$ cat src/hdl/typed_field_packet_reader_unit_defines.svh
// Assertion macros used by tfpr_decoder of the typed field packet reader RTL.
// Assumes the including module has clk_i and rst_ni (active low) in scope.
`ifndef TYPED_FIELD_PACKET_READER_UNIT_DEFINES_SVH
`define TYPED_FIELD_PACKET_READER_UNIT_DEFINES_SVH

// Same-cycle implication, checked out of reset.
`define TFPR_ASSERT_IMP(label, ante, cons, msg) \
  label: assert property (@(posedge clk_i) disable iff (!rst_ni) (ante) |-> (cons)) \
    else $error(msg);

// Next-cycle implication, checked out of reset.
`define TFPR_ASSERT_NXT(label, ante, cons, msg) \
  label: assert property (@(posedge clk_i) disable iff (!rst_ni) (ante) |=> (cons)) \
    else $error(msg);

`endif

$ cat src/hdl/tfpr_pkg.sv
// Shared types and constants of the typed field packet reader.
// No dependencies; used by tfpr_decoder and typed_field_packet_reader_unit.
`timescale 1ns / 1ps
`default_nettype none

package tfpr_pkg;

  localparam int unsigned ByteW  = 8;
  localparam int unsigned ValueW = 64;
  localparam int unsigned CountW = 16;

  // Field tags
  localparam logic [ByteW-1:0] TagInt  = 8'h49;  // 'I'
  localparam logic [ByteW-1:0] TagLong = 8'h4C;  // 'L'
  localparam logic [ByteW-1:0] TagText = 8'h64;  // 'd'
  localparam logic [ByteW-1:0] TagStr  = 8'h53;  // 'S'

  // Unit size byte codes of a string field
  localparam logic [ByteW-1:0] UnitCode1 = 8'd1;
  localparam logic [ByteW-1:0] UnitCode2 = 8'd2;

  typedef enum logic [2:0] {
    KIND_INT   = 3'd0,
    KIND_LONG  = 3'd1,
    KIND_TEXT  = 3'd2,
    KIND_STR   = 3'd3,
    KIND_ERR   = 3'd4,
    KIND_TRUNC = 3'd5
  } kind_e;

  typedef struct packed {
    logic              valid;
    kind_e             kind;
    logic [ValueW-1:0] value;
    logic              last;
    logic              empty;
  } result_t;

endpackage

`default_nettype wire

$ cat src/hdl/typed_field_packet_reader_unit.sv
// Top level of the typed field packet reader: stream ports, config register,
// input and result registers. Depends on tfpr_pkg and tfpr_decoder.
`timescale 1ns / 1ps
`default_nettype none

// Decodes a packet of tagged fields ('I', 'L', 'd', 'S') arriving one byte per
// beat on the slave stream and emits at most one result beat per input byte.
// One byte is accepted every cycle unless the output stalls; a byte goes through
// an input register and one pass of decode logic into the result register. The
// result register lets the next byte in while a result waits for the downstream
// side. Write byte_order only while no packet is in flight and the output has
// drained.
module typed_field_packet_reader_unit (
  input  wire logic        clk_i,
  input  wire logic        rst_ni,
  // configuration write: byte_order (0 msb first, 1 lsb first)
  input  wire logic        cfg_valid_i,
  output logic             cfg_ready_o,
  input  wire logic        cfg_data_i,
  // input bytes
  input  wire logic        s_axis_tvalid_i,
  output logic             s_axis_tready_o,
  input  wire logic [tfpr_pkg::ByteW-1:0] s_axis_tdata_i,  // [7:0] data_byte
  input  wire logic        s_axis_tlast_i,                  // last_byte
  // results
  output logic             m_axis_tvalid_o,
  input  wire logic        m_axis_tready_i,
  output logic [tfpr_pkg::ValueW-1:0] m_axis_tdata_o,       // [63:0] field_value
  output logic             m_axis_tlast_o,                  // last_of_field
  output logic [3:0]       m_axis_tuser_o                   // [2:0] field_kind, [3] empty_field
);
  import tfpr_pkg::*;

  logic              byte_order_q;
  logic              in_valid_q;
  logic [ByteW-1:0]  in_byte_q;
  logic              in_last_q;
  logic              out_valid_q;
  result_t           out_q;
  result_t           res;
  logic              advance;

  assign cfg_ready_o     = 1'b1;
  assign advance         = in_valid_q && (!out_valid_q || m_axis_tready_i);
  assign s_axis_tready_o = !in_valid_q || advance;

  always_ff @(posedge clk_i or negedge rst_ni) begin
    if (!rst_ni) begin
      byte_order_q <= 1'b0;
    end else if (cfg_valid_i && cfg_ready_o) begin
      byte_order_q <= cfg_data_i;
    end
  end

  // input register
  always_ff @(posedge clk_i or negedge rst_ni) begin
    if (!rst_ni) begin
      in_valid_q <= 1'b0;
    end else if (s_axis_tready_o) begin
      in_valid_q <= s_axis_tvalid_i;
    end
  end

  always_ff @(posedge clk_i) begin
    if (s_axis_tvalid_i && s_axis_tready_o) begin
      in_byte_q <= s_axis_tdata_i;
      in_last_q <= s_axis_tlast_i;
    end
  end

  tfpr_decoder u_decoder (
    .clk_i        (clk_i),
    .rst_ni       (rst_ni),
    .step_valid_i (advance),
    .step_byte_i  (in_byte_q),
    .step_last_i  (in_last_q),
    .byte_order_i (byte_order_q),
    .res_o        (res)
  );

  // result register: load on advance, drop once the beat is taken
  always_ff @(posedge clk_i or negedge rst_ni) begin
    if (!rst_ni) begin
      out_valid_q <= 1'b0;
    end else if (advance) begin
      out_valid_q <= res.valid;
    end else if (m_axis_tready_i) begin
      out_valid_q <= 1'b0;
    end
  end

  always_ff @(posedge clk_i) begin
    if (advance && res.valid) begin
      out_q <= res;
    end
  end

  assign m_axis_tvalid_o = out_valid_q;
  assign m_axis_tdata_o  = out_q.value;
  assign m_axis_tlast_o  = out_q.last;
  assign m_axis_tuser_o  = {out_q.empty, out_q.kind};

endmodule

`default_nettype wire

$ cat src/hdl/tfpr_decoder.sv
// Parse state and per-byte decode of the typed field packet reader.
// Depends on tfpr_pkg and typed_field_packet_reader_unit_defines.svh.
`timescale 1ns / 1ps
`default_nettype none
`include "typed_field_packet_reader_unit_defines.svh"

module tfpr_decoder (
  input  wire logic                      clk_i,
  input  wire logic                      rst_ni,
  input  wire logic                      step_valid_i,
  input  wire logic [tfpr_pkg::ByteW-1:0] step_byte_i,
  input  wire logic                      step_last_i,
  input  wire logic                      byte_order_i,
  output tfpr_pkg::result_t              res_o
);
  import tfpr_pkg::*;

  typedef enum logic [2:0] {
    PH_IDLE  = 3'd0,
    PH_INT   = 3'd1,
    PH_DLEN  = 3'd2,
    PH_DCHR  = 3'd3,
    PH_SHI   = 3'd4,
    PH_SLO   = 3'd5,
    PH_SSIZE = 3'd6,
    PH_SCHR  = 3'd7
  } phase_e;

  phase_e              phase_q, phase_d;
  logic [ValueW-1:0]   asm_q, asm_d;
  logic [CountW-1:0]   left_q, left_d;
  logic [1:0]          upos_q, upos_d;
  logic [1:0]          usize_q, usize_d;
  logic                long_q, long_d;
  logic                err_q, err_d;

  logic [CountW-1:0]   left_m1;
  logic [2:0]          le_idx;
  logic [3:0]          total;
  logic [ByteW-1:0]    chr;
  logic                incomplete;
  result_t             res;

  assign left_m1 = left_q - CountW'(1);
  assign total   = long_q ? 4'd8 : 4'd4;
  assign le_idx  = 3'(total - left_q[3:0]);
  assign chr     = (upos_q == 2'd0) ? step_byte_i : asm_q[ByteW-1:0];

  always_comb begin
    phase_d    = phase_q;
    asm_d      = asm_q;
    left_d     = left_q;
    upos_d     = upos_q;
    usize_d    = usize_q;
    long_d     = long_q;
    err_d      = err_q;
    incomplete = 1'b0;
    res        = '0;
    res.kind   = KIND_INT;

    if (step_valid_i) begin
      if (err_q) begin
        // drop bytes until the packet ends
        if (step_last_i) begin
          err_d   = 1'b0;
          phase_d = PH_IDLE;
        end
      end else begin
        case (phase_q)
          PH_IDLE: begin
            asm_d      = '0;
            incomplete = 1'b1;
            if (step_byte_i == TagInt) begin
              long_d  = 1'b0;
              left_d  = CountW'(4);
              phase_d = PH_INT;
            end else if (step_byte_i == TagLong) begin
              long_d  = 1'b1;
              left_d  = CountW'(8);
              phase_d = PH_INT;
            end else if (step_byte_i == TagText) begin
              phase_d = PH_DLEN;
            end else if (step_byte_i == TagStr) begin
              phase_d = PH_SHI;
            end else begin
              incomplete = 1'b0;
              err_d      = !step_last_i;
              res.valid  = 1'b1;
              res.kind   = KIND_ERR;
              res.value  = ValueW'(step_byte_i);
              res.last   = 1'b1;
            end
          end
          PH_INT: begin
            if (byte_order_i) begin
              asm_d = asm_q | (ValueW'(step_byte_i) << {le_idx, 3'b000});
            end else begin
              asm_d = {asm_q[ValueW-ByteW-1:0], step_byte_i};
            end
            left_d = left_m1;
            if (left_m1 == '0) begin
              phase_d   = PH_IDLE;
              res.valid = 1'b1;
              res.last  = 1'b1;
              if (long_q) begin
                res.kind  = KIND_LONG;
                res.value = asm_d;
              end else begin
                res.kind  = KIND_INT;
                res.value = {{32{asm_d[31]}}, asm_d[31:0]};
              end
            end else begin
              incomplete = 1'b1;
            end
          end
          PH_DLEN: begin
            left_d = CountW'(step_byte_i);
            if (step_byte_i == '0) begin
              phase_d   = PH_IDLE;
              res.valid = 1'b1;
              res.kind  = KIND_TEXT;
              res.last  = 1'b1;
              res.empty = 1'b1;
            end else begin
              phase_d    = PH_DCHR;
              incomplete = 1'b1;
            end
          end
          PH_DCHR: begin
            left_d    = left_m1;
            res.valid = 1'b1;
            res.kind  = KIND_TEXT;
            res.value = ValueW'(step_byte_i);
            if (left_m1 == '0) begin
              phase_d  = PH_IDLE;
              res.last = 1'b1;
            end else begin
              incomplete = 1'b1;
            end
          end
          PH_SHI: begin
            asm_d      = ValueW'(step_byte_i);
            phase_d    = PH_SLO;
            incomplete = 1'b1;
          end
          PH_SLO: begin
            left_d     = {asm_q[ByteW-1:0], step_byte_i};
            phase_d    = PH_SSIZE;
            incomplete = 1'b1;
          end
          PH_SSIZE: begin
            if (step_byte_i == UnitCode1) begin
              usize_d = 2'd0;
            end else if (step_byte_i == UnitCode2) begin
              usize_d = 2'd1;
            end else begin
              usize_d = 2'd3;
            end
            upos_d = 2'd0;
            if (left_q == '0) begin
              phase_d   = PH_IDLE;
              res.valid = 1'b1;
              res.kind  = KIND_STR;
              res.last  = 1'b1;
              res.empty = 1'b1;
            end else begin
              phase_d    = PH_SCHR;
              incomplete = 1'b1;
            end
          end
          PH_SCHR: begin
            // keep the first byte of each unit
            if (upos_q == 2'd0) begin
              asm_d = ValueW'(step_byte_i);
            end
            if (upos_q >= usize_q) begin
              upos_d    = 2'd0;
              left_d    = left_m1;
              res.valid = 1'b1;
              res.kind  = KIND_STR;
              res.value = ValueW'(chr);
              if (left_m1 == '0) begin
                phase_d  = PH_IDLE;
                res.last = 1'b1;
              end else begin
                incomplete = 1'b1;
              end
            end else begin
              upos_d     = upos_q + 2'd1;
              incomplete = 1'b1;
            end
          end
          default: begin
            phase_d = PH_IDLE;
          end
        endcase

        // packet ended inside a field: report truncation instead
        if (step_last_i && incomplete) begin
          phase_d   = PH_IDLE;
          res       = '0;
          res.valid = 1'b1;
          res.kind  = KIND_TRUNC;
          res.last  = 1'b1;
        end
      end
    end
  end

  always_ff @(posedge clk_i or negedge rst_ni) begin
    if (!rst_ni) begin
      phase_q <= PH_IDLE;
      asm_q   <= '0;
      left_q  <= '0;
      upos_q  <= '0;
      usize_q <= '0;
      long_q  <= 1'b0;
      err_q   <= 1'b0;
    end else begin
      phase_q <= phase_d;
      asm_q   <= asm_d;
      left_q  <= left_d;
      upos_q  <= upos_d;
      usize_q <= usize_d;
      long_q  <= long_d;
      err_q   <= err_d;
    end
  end

  assign res_o = res;

  `TFPR_ASSERT_IMP(a_err_silent, step_valid_i && err_q, !res_o.valid,
                   "result produced while a tag error is latched")
  `TFPR_ASSERT_IMP(a_trunc_on_last, res_o.valid && (res_o.kind == KIND_TRUNC), step_last_i,
                   "truncation reported on a byte that does not end the packet")
  `TFPR_ASSERT_IMP(a_empty_shape, res_o.valid && res_o.empty,
                   res_o.last && (res_o.value == '0) &&
                   ((res_o.kind == KIND_TEXT) || (res_o.kind == KIND_STR)),
                   "malformed empty field result")
  `TFPR_ASSERT_NXT(a_idle_after_last, step_valid_i && step_last_i,
                   (phase_q == PH_IDLE) && !err_q,
                   "reader not idle after the packet end")

endmodule

`default_nettype wire
$ cat config.mk
export PLATFORM = sky130hd
export DESIGN_NAME = typed_field_packet_reader_unit
export DESIGN_NICKNAME = d
export VERILOG_FILES = /design/src/hdl/tfpr_pkg.sv /design/src/hdl/typed_field_packet_reader_unit.sv /design/src/hdl/tfpr_decoder.sv
export VERILOG_INCLUDE_DIRS = /design/src /design/src/hdl
export SDC_FILE = /design/constraint.sdc
export NUM_CORES = 1
export LEC_CHECK = 0
export BUFFER_PORTS_ARGS = -buffer_cell sky130_fd_sc_hd__buf_2
export CORE_MARGIN = 1
export CORE_UTILIZATION = 45
export DETAILED_ROUTE_END_ITERATION = 12
export PLACE_DENSITY_LB_ADDON = 0.15
export SYNTH_ARGS = -nofsm -noshare
export SYNTH_HDL_FRONTEND = slang
export SYNTH_SLANG_ARGS = --single-unit
$ cat constraint.sdc
create_clock -name clk_i -period 10.1 [get_ports clk_i]
set_clock_uncertainty 0.2 [all_clocks]
set_input_delay 1.01 -clock clk_i [delete_from_list [all_inputs] [get_ports clk_i]]
set_output_delay 1.01 -clock clk_i [all_outputs]
set_load 0.02 [all_outputs]
# --- Yosys cells after proc, flatten, opt, wreduce, memory -nomap -nowiden ---
# Cells that the tools add are included.
totals:
  regBits: 170
  output_inout_bits: 72
  wordCells: 139
op_classes:
  addsub: 3
  magnitude_cmp: 1
  eq_ne: 19
  shift: 1
  muxes: 66
  bitwise_logic: 3
  n_reduce_logical: 29
op_table:
  columns: ["op", "count"]
  rows:
  - ["case mux 64 bit (4 select lines)", 2]
  - ["two-way mux 69 bit", 6]
  - ["two-way mux 70 bit", 3]
  - ["two-way mux 64 bit", 2]
  - ["case mux 16 bit (5 select lines)", 1]
  - ["two-way mux 65 bit", 1]
  - ["OR 64 bit", 1]
  - ["left shift 8 x 6 -> 64 bit", 1]
  - ["two-way mux 16 bit", 3]
  - ["two-way mux 3 bit", 11]
  - ["equality test 8 x 7 -> 1 bit, second input constant", 4]
  - ["logical NOT 16 bit", 2]
  - ["case mux 4 bit (6 select lines)", 1]
  - ["two-way mux 1 bit", 22]
  - ["case mux 3 bit (7 select lines)", 1]
  - ["subtractor 16 x 1 -> 16 bit, second input constant", 1]
  - ["equality test 3 bit, second input constant", 4]
  - ["two-way mux 2 bit", 6]
  - ["case mux 1 bit (6 select lines)", 2]
  - ["AND reduction 4 bit", 3]
  - ["equality test 8 x 1 -> 1 bit, second input constant", 1]
  - ["equality test 8 x 2 -> 1 bit, second input constant", 1]
  - ["logical NOT 8 bit", 1]
  - ["two-way mux 4 bit", 2]
  - ["other kinds (26)", 40]

# --- Logic depth before layout (Yosys ltp) ---
logic_depth:
  word_depth: 13
  depth_mapped: 12

# --- By module ---
# A second synthesis with hierarchy kept.
hier_totals:
  cells_unflattened: 932
  hier_area_um2: 9067.4
modules_own_cells:
  columns: ["mod", "n_inst", "cells_each", "area_each_um2"]
  rows:
  - ["tfpr_decoder", 1, 840, 6566.3]
  - ["typed_field_packet_reader_unit", 1, 92, 2501.1]

# --- Worst setup path after synthesis ---
# No wires, ideal clock.
synth_path:
  path_kind: "flip-flop to flip-flop"
  start: "register u_decoder.left_q[0]"
  end: "register out_q (netlist bit m_axis_tdata_o[0]), enable pin"
  setup_time_ns: 0.537
  arrival_time_ns: 6.171
  path_slack_ns: 3.192
  stages_incl_launch_ff: 10
  n_path_buf: 1
  path_cell_list: "dfrtp_1 > clkbuf_1 > inv_1 > ha_1 > or3b_2 > nor4_2 > o221ai_1 > or4_1 > or3_1 > a31oi_1"
synth_between:
  elab_chain_len: 12
  word_cells_on_any_way: 17
  cone_classes: "add/sub: 1; mux: 12; reduce/logical: 4"
synth_rtl:
  columns: ["item", "line_no", "rtl"]
  rows:
  - ["start: declaration", "tfpr_decoder.sv:31", "logic [CountW-1:0] left_q, left_d;"]
  - ["start signal: assignment", "tfpr_decoder.sv:222", "left_q <= left_d;"]
  - ["subtractor 16 x 1 -> 16 bit", "tfpr_decoder.sv:44", "assign left_m1 = left_q - CountW'(1);"]
  - ["logical NOT 16 bit", "tfpr_decoder.sv:101, tfpr_decoder.sv:134, tfpr_decoder.sv:182", null]
  - ["two-way mux 1 bit", "tfpr_decoder.sv:101, tfpr_decoder.sv:134, tfpr_decoder.sv:182", null]
  - ["two-way mux 1 bit", "tfpr_decoder.sv:176", "if (upos_q >= usize_q) begin"]
  - ["case mux 1 bit (6 select lines)", "tfpr_decoder.sv:69", "case (phase_q)"]
  - ["two-way mux 1 bit", "tfpr_decoder.sv:62", "if (err_q) begin"]
  - ["two-way mux 1 bit", "tfpr_decoder.sv:61", "if (step_valid_i) begin"]
  - ["logical AND 1 bit", "tfpr_decoder.sv:199", "if (step_last_i && incomplete) begin"]
  - ["two-way mux 70 bit (*)", "tfpr_decoder.sv:199", null]
  - ["two-way mux 70 bit (*)", "tfpr_decoder.sv:62", null]
  - ["two-way mux 70 bit (*)", "tfpr_decoder.sv:61", null]
  - ["logical AND 1 bit (*)", "typed_field_packet_reader_unit.sv:93", "if (advance && res.valid) begin"]
  - ["end signal: assignment", "typed_field_packet_reader_unit.sv:94", "out_q <= res;"]
  - ["end: declaration", "typed_field_packet_reader_unit.sv:39", "result_t out_q;"]
# Mark *: on every way between the ends. The rest lies on a longest branch, timed or not. The select of a mux whose other input is x is not followed.
# A chain may end at the register's enable or synchronous reset.

# --- Final worst setup path ---
layout_path:
  start: "register u_decoder.left_q[0]"
  end: "register out_q (netlist bit m_axis_tdata_o[24]), enable pin"
# The elaborated chain is that of the path after synthesis.

==> results <==
- Summed over all instances, the cell type with the most area after synthesis is sky130_fd_sc_hd__edfxtp_1.
- The number of global-route vias before repair is 6851.
- TritonCTS built the clock tree.
- The final critical path time including I/O delays and setup is 4609 ps.
- Setup slack closes at 5491 ps.
- The wire length of the first global-routing pass is 37.44 mm.
- The sequential fraction of the synthesis area is 53.02%.
- The core box area is 18890 sq um.
- The die covers 20030 sq um.
- For the worst setup path, the data required time is 9960 ps.
- For this design, the slowest cell found on the critical path is sky130_fd_sc_hd__buf_4.
- The number of nets in the layout is 995.
- The H-tree depth is 4.
- The number of buffer and inverter instances along the worst setup path is 2.
- Detailed placement ended at an HPWL of 14.82 mm.
- The total of hold buffers inserted after clock tree synthesis is 0.
- No sink is reached through more buffers than the 2 on the longest clock path.
- The cell area after synthesis is 8760 sq um.
- The worst-case reg-to-reg path depth is 9.
- The main flop type after synthesis is sky130_fd_sc_hd__dfrtp_1.
- The synthesized netlist net count is 949.
- The cell chosen for the clock root is sky130_fd_sc_hd__clkbuf_16.
- 87 I/O pins were placed.
- After synthesis, the mean cell area works out to 9.439 sq um.
- The width of the chip is 141.5 microns.
- The CTS clock-pin slew for the worst setup and hold paths is 70 ps.
- The congestion estimate from routability-driven global placement came to 0.9139.
- The worst pin sits at a relative slew slack of 13.67%.
- The critical path in this run is classified as register to register.
- The reg-to-reg critical path endpoint is m_axis_tdata_o[24].
- The post-synthesis async set-or-reset flop share is 54.12%.
- The number of sinks handled by clock tree synthesis is 170.
- The commonest cells after synthesis are 148 x sky130_fd_sc_hd__a21oi_1, 135 x sky130_fd_sc_hd__nor2_1, 114 x sky130_fd_sc_hd__nand2_1.
- OpenSTA, run right after detailed placement, puts the worst setup slack at 5523 ps.
- The power per cell area is 317.8 nW/um^2.
- Setup repair after global routing left no endpoint under its margin.
- Yosys instantiated no cell more often than sky130_fd_sc_hd__a21oi_1.
- The number of antenna violations at the first check in global routing came to 0.
- The final count of hold timing violations is 0.
- The worst-path maximum fanout is 62.
- The number of max-cap violations is 0.
- The final layout contains routed wiring with a total length of 23.22 mm.
- On the worst path, the slowest cell contributes a delay of 700 ps.
- The cell count after synthesis came out at 928.
- The critical path crosses 9 cells after its start point.
- Dividing the final minimum period by the clock period gives 45.63%.
- The worst register-to-register path begins at u_decoder.left_q[0].
- In the global route stage, overall resource usage came out at 24.21%.
- Clock latency on the worst-skew pair, taken at its later pin, is 440 ps.
- Data arrives at the worst endpoint at 4470 ps.
- The critical path goes through inv_1 -> ha_1 -> or3b_2 -> nor4_2 -> o221ai_1 -> or4_1 -> or3_1 -> a31oi_4 -> buf_4.
- The setup TNS is 0 ps.
- The category of cells accounting for the largest share of critical-path delay is simple AND/OR/NAND/NOR gates.
- The count of pins over their slew limit is 0.
- Summing all non-filler instances in the final layout gives an area of 9947 sq um.
- Global routing finished with a remaining overflow of 0.
- Counting the buffers created by CTS gives 17.
- The run finished with clean final reports.
- Sorting the synthesized cells by area gives the leading types as sky130_fd_sc_hd__edfxtp_1 27%, sky130_fd_sc_hd__dfrtp_1 26%, sky130_fd_sc_hd__a21oi_1 8.5%.
- The total cell area at the placement stage is 9300 sq um.
- The maximum vdd drop is 0.0001606 V.
- The synthesis-to-finish area growth is 13.56%.
- The initial utilization of the core area, before any placement, comes to 46.36%.
- 0 antenna diodes ended up in the layout.
- The Yosys step of the flow raised 0 warnings.
- The number of DRC markers in iteration 0 is 884.
- The detail route stage leaves a number of antenna-violating nets equal to 0.
- The quantity of gates resized following cts is 0.
- The slew at the pin closest to its max-slew limit is 1290 ps.
- The type of the most critical hold path is register to register.
- The most critical setup path has its endpoint at m_axis_tdata_o[24].
- The upper clock frequency limit is 217.0 MHz.
- The die is 141.5 microns tall.
- Of the cells placed in the final design, the portion with a size suffix greater than 1 is 14.99%.
- The setup slack of the worst register-to-register path is 5490 ps.
- The largest net degree at the start of global routing is 72.
- Buffers placed on the I/O ports in this run total 85.
- The kind of end point of the critical path is a register.
- The number of register bits inferred by synthesis is 170.
- The DRC violations left is 0.
- After synthesis, the netlist uses 69 different library cells.
- The final count of negative-setup-slack endpoints is 0.
- The worst setup path is launched from a register.
- The routed layout has 7347 vias.
- The startpoint of the worst setup timing path is u_decoder.left_q[0].
- The static power due to leakage is 0.004075 uW.
- Of the post-synthesis cell area, the dominant cell type holds 26.74%.
- The total iterations of the first detailed-routing run is 5.
- The routed length per instance is 18.62 microns.
- The number of cell rows is 50.
- Yosys mapped a number of flops with a built-in enable equal to 78.
- Buffers added to address setup during post-CTS repair amount to 0.
- In the routed layout, each cell is associated on average with a via count of 5.892.
layout by cell type (no fill, tap or decap), types with 3 or more instances in the layout:
master and n:
sky130_fd_sc_hd__a22o_1 39, sky130_fd_sc_hd__or2_2 3, sky130_fd_sc_hd__nor4_1 10, sky130_fd_sc_hd__or3_1 9, sky130_fd_sc_hd__a21o_1 3, sky130_fd_sc_hd__edfxtp_1 78, sky130_fd_sc_hd__nor2_1 133, sky130_fd_sc_hd__nor3_1 17
sky130_fd_sc_hd__xor2_1 3, sky130_fd_sc_hd__a22oi_1 22, sky130_fd_sc_hd__ha_1 6, sky130_fd_sc_hd__buf_4 13, sky130_fd_sc_hd__nand2_1 114, sky130_fd_sc_hd__xnor2_1 10, sky130_fd_sc_hd__o21ai_0 36, sky130_fd_sc_hd__o22a_1 4
sky130_fd_sc_hd__nand3_1 10, sky130_fd_sc_hd__bufinv_16 4, sky130_fd_sc_hd__inv_1 12, sky130_fd_sc_hd__buf_2 84, sky130_fd_sc_hd__clkbuf_16 17, sky130_fd_sc_hd__nor2b_1 3, sky130_fd_sc_hd__and3_1 3, sky130_fd_sc_hd__dfrtp_1 91
sky130_fd_sc_hd__a31oi_1 4, sky130_fd_sc_hd__or4_1 3, sky130_fd_sc_hd__nand4_1 3, sky130_fd_sc_hd__inv_8 4, sky130_fd_sc_hd__a21oi_1 148, sky130_fd_sc_hd__o211ai_1 25, sky130_fd_sc_hd__o31ai_1 9, sky130_fd_sc_hd__nand2b_1 10
cell type report:
class | instances | area (sq um)
Fill cell | 1789 | 8946
Sequential cell | 170 | 4648
Multi-Input combinational cell | 673 | 3752
Timing Repair Buffer | 97 | 518.0
Clock buffer | 18 | 439.2
Tap cell | 260 | 325.3
Clock inverter | 14 | 207.7
Inverter | 15 | 56.30
state kept, by name, summed over array words and instances, names as in the netlist, 2 cells and up:
register           count
in_byte_q              8
m_axis_tdata_o        64
m_axis_tuser_o         4
u_decoder.asm_q       64
u_decoder.left_q      16
u_decoder.phase_q      3
u_decoder.upos_q       2
u_decoder.usize_q      2
per-layer routing:
metal / vias to the layer above / GRT usage [%] / part of all wire (%)
li1: 3474 / - / -
met1: 3590 / 36.23 / 49
met2: 251 / 35.83 / 45
met3: 32 / 3.577 / 4.6
met4: 0 / 8.093 / 1.7
met5: - / 0 / 0
logic make-up after synthesis:
kind of cell,Yosys count,share of synthesized area [%]
compound gates,314,22.60
buf+inv,85,4.556
simple gates,335,17.14
flops,170,53.02
mux,4,0.4856
xor+xnor,13,1.300
other cells,1,0.04281
fa+ha+maj,6,0.8570
per-stage QoR:
stage                     instances  hold slack (ps)  util (%)  power [uW]
final                          1247            307.6     52.65        3162
after CTS                      1247            312.7     52.65        3163
after global routing           1247            326.7     52.65        3368
after detailed placement       1215            293.0     49.23        2434
after global placement         1215            290.6     49.23        2431
after floorplan                 928            270.1         -        2104
worst min-delay path by stage:
stage	start	endpoint	slack, ps	depth (start not counted)
floorplan	u_decoder.asm_q[11]	u_decoder.asm_q[11]	270	2
global placement	u_decoder.asm_q[27]	u_decoder.asm_q[27]	290	2
detailed placement	u_decoder.asm_q[58]	u_decoder.asm_q[58]	290	1
CTS	u_decoder.asm_q[27]	u_decoder.asm_q[27]	310	2
global route	u_decoder.asm_q[56]	u_decoder.asm_q[56]	330	1
finish	u_decoder.asm_q[58]	u_decoder.asm_q[58]	310	1
power breakdown:
group,leakage (uW),internal (uW),switching [uW]
registers,0.00198,986,224
logic,0.00178,430,801
clock network,0.000314,428,293
total,0.00408,1840,1320
worst reg2reg max path, delay by kind of cell, from the launching register on:
kind / cells / cell delay (ps)
fa+ha+maj: 1 / 210
flops: 1 / 530
simple gates: 4 / 1850
compound gates: 2 / 530
buf+inv: 2 / 870
No activity file was read; power rests on OpenSTA's default activity.
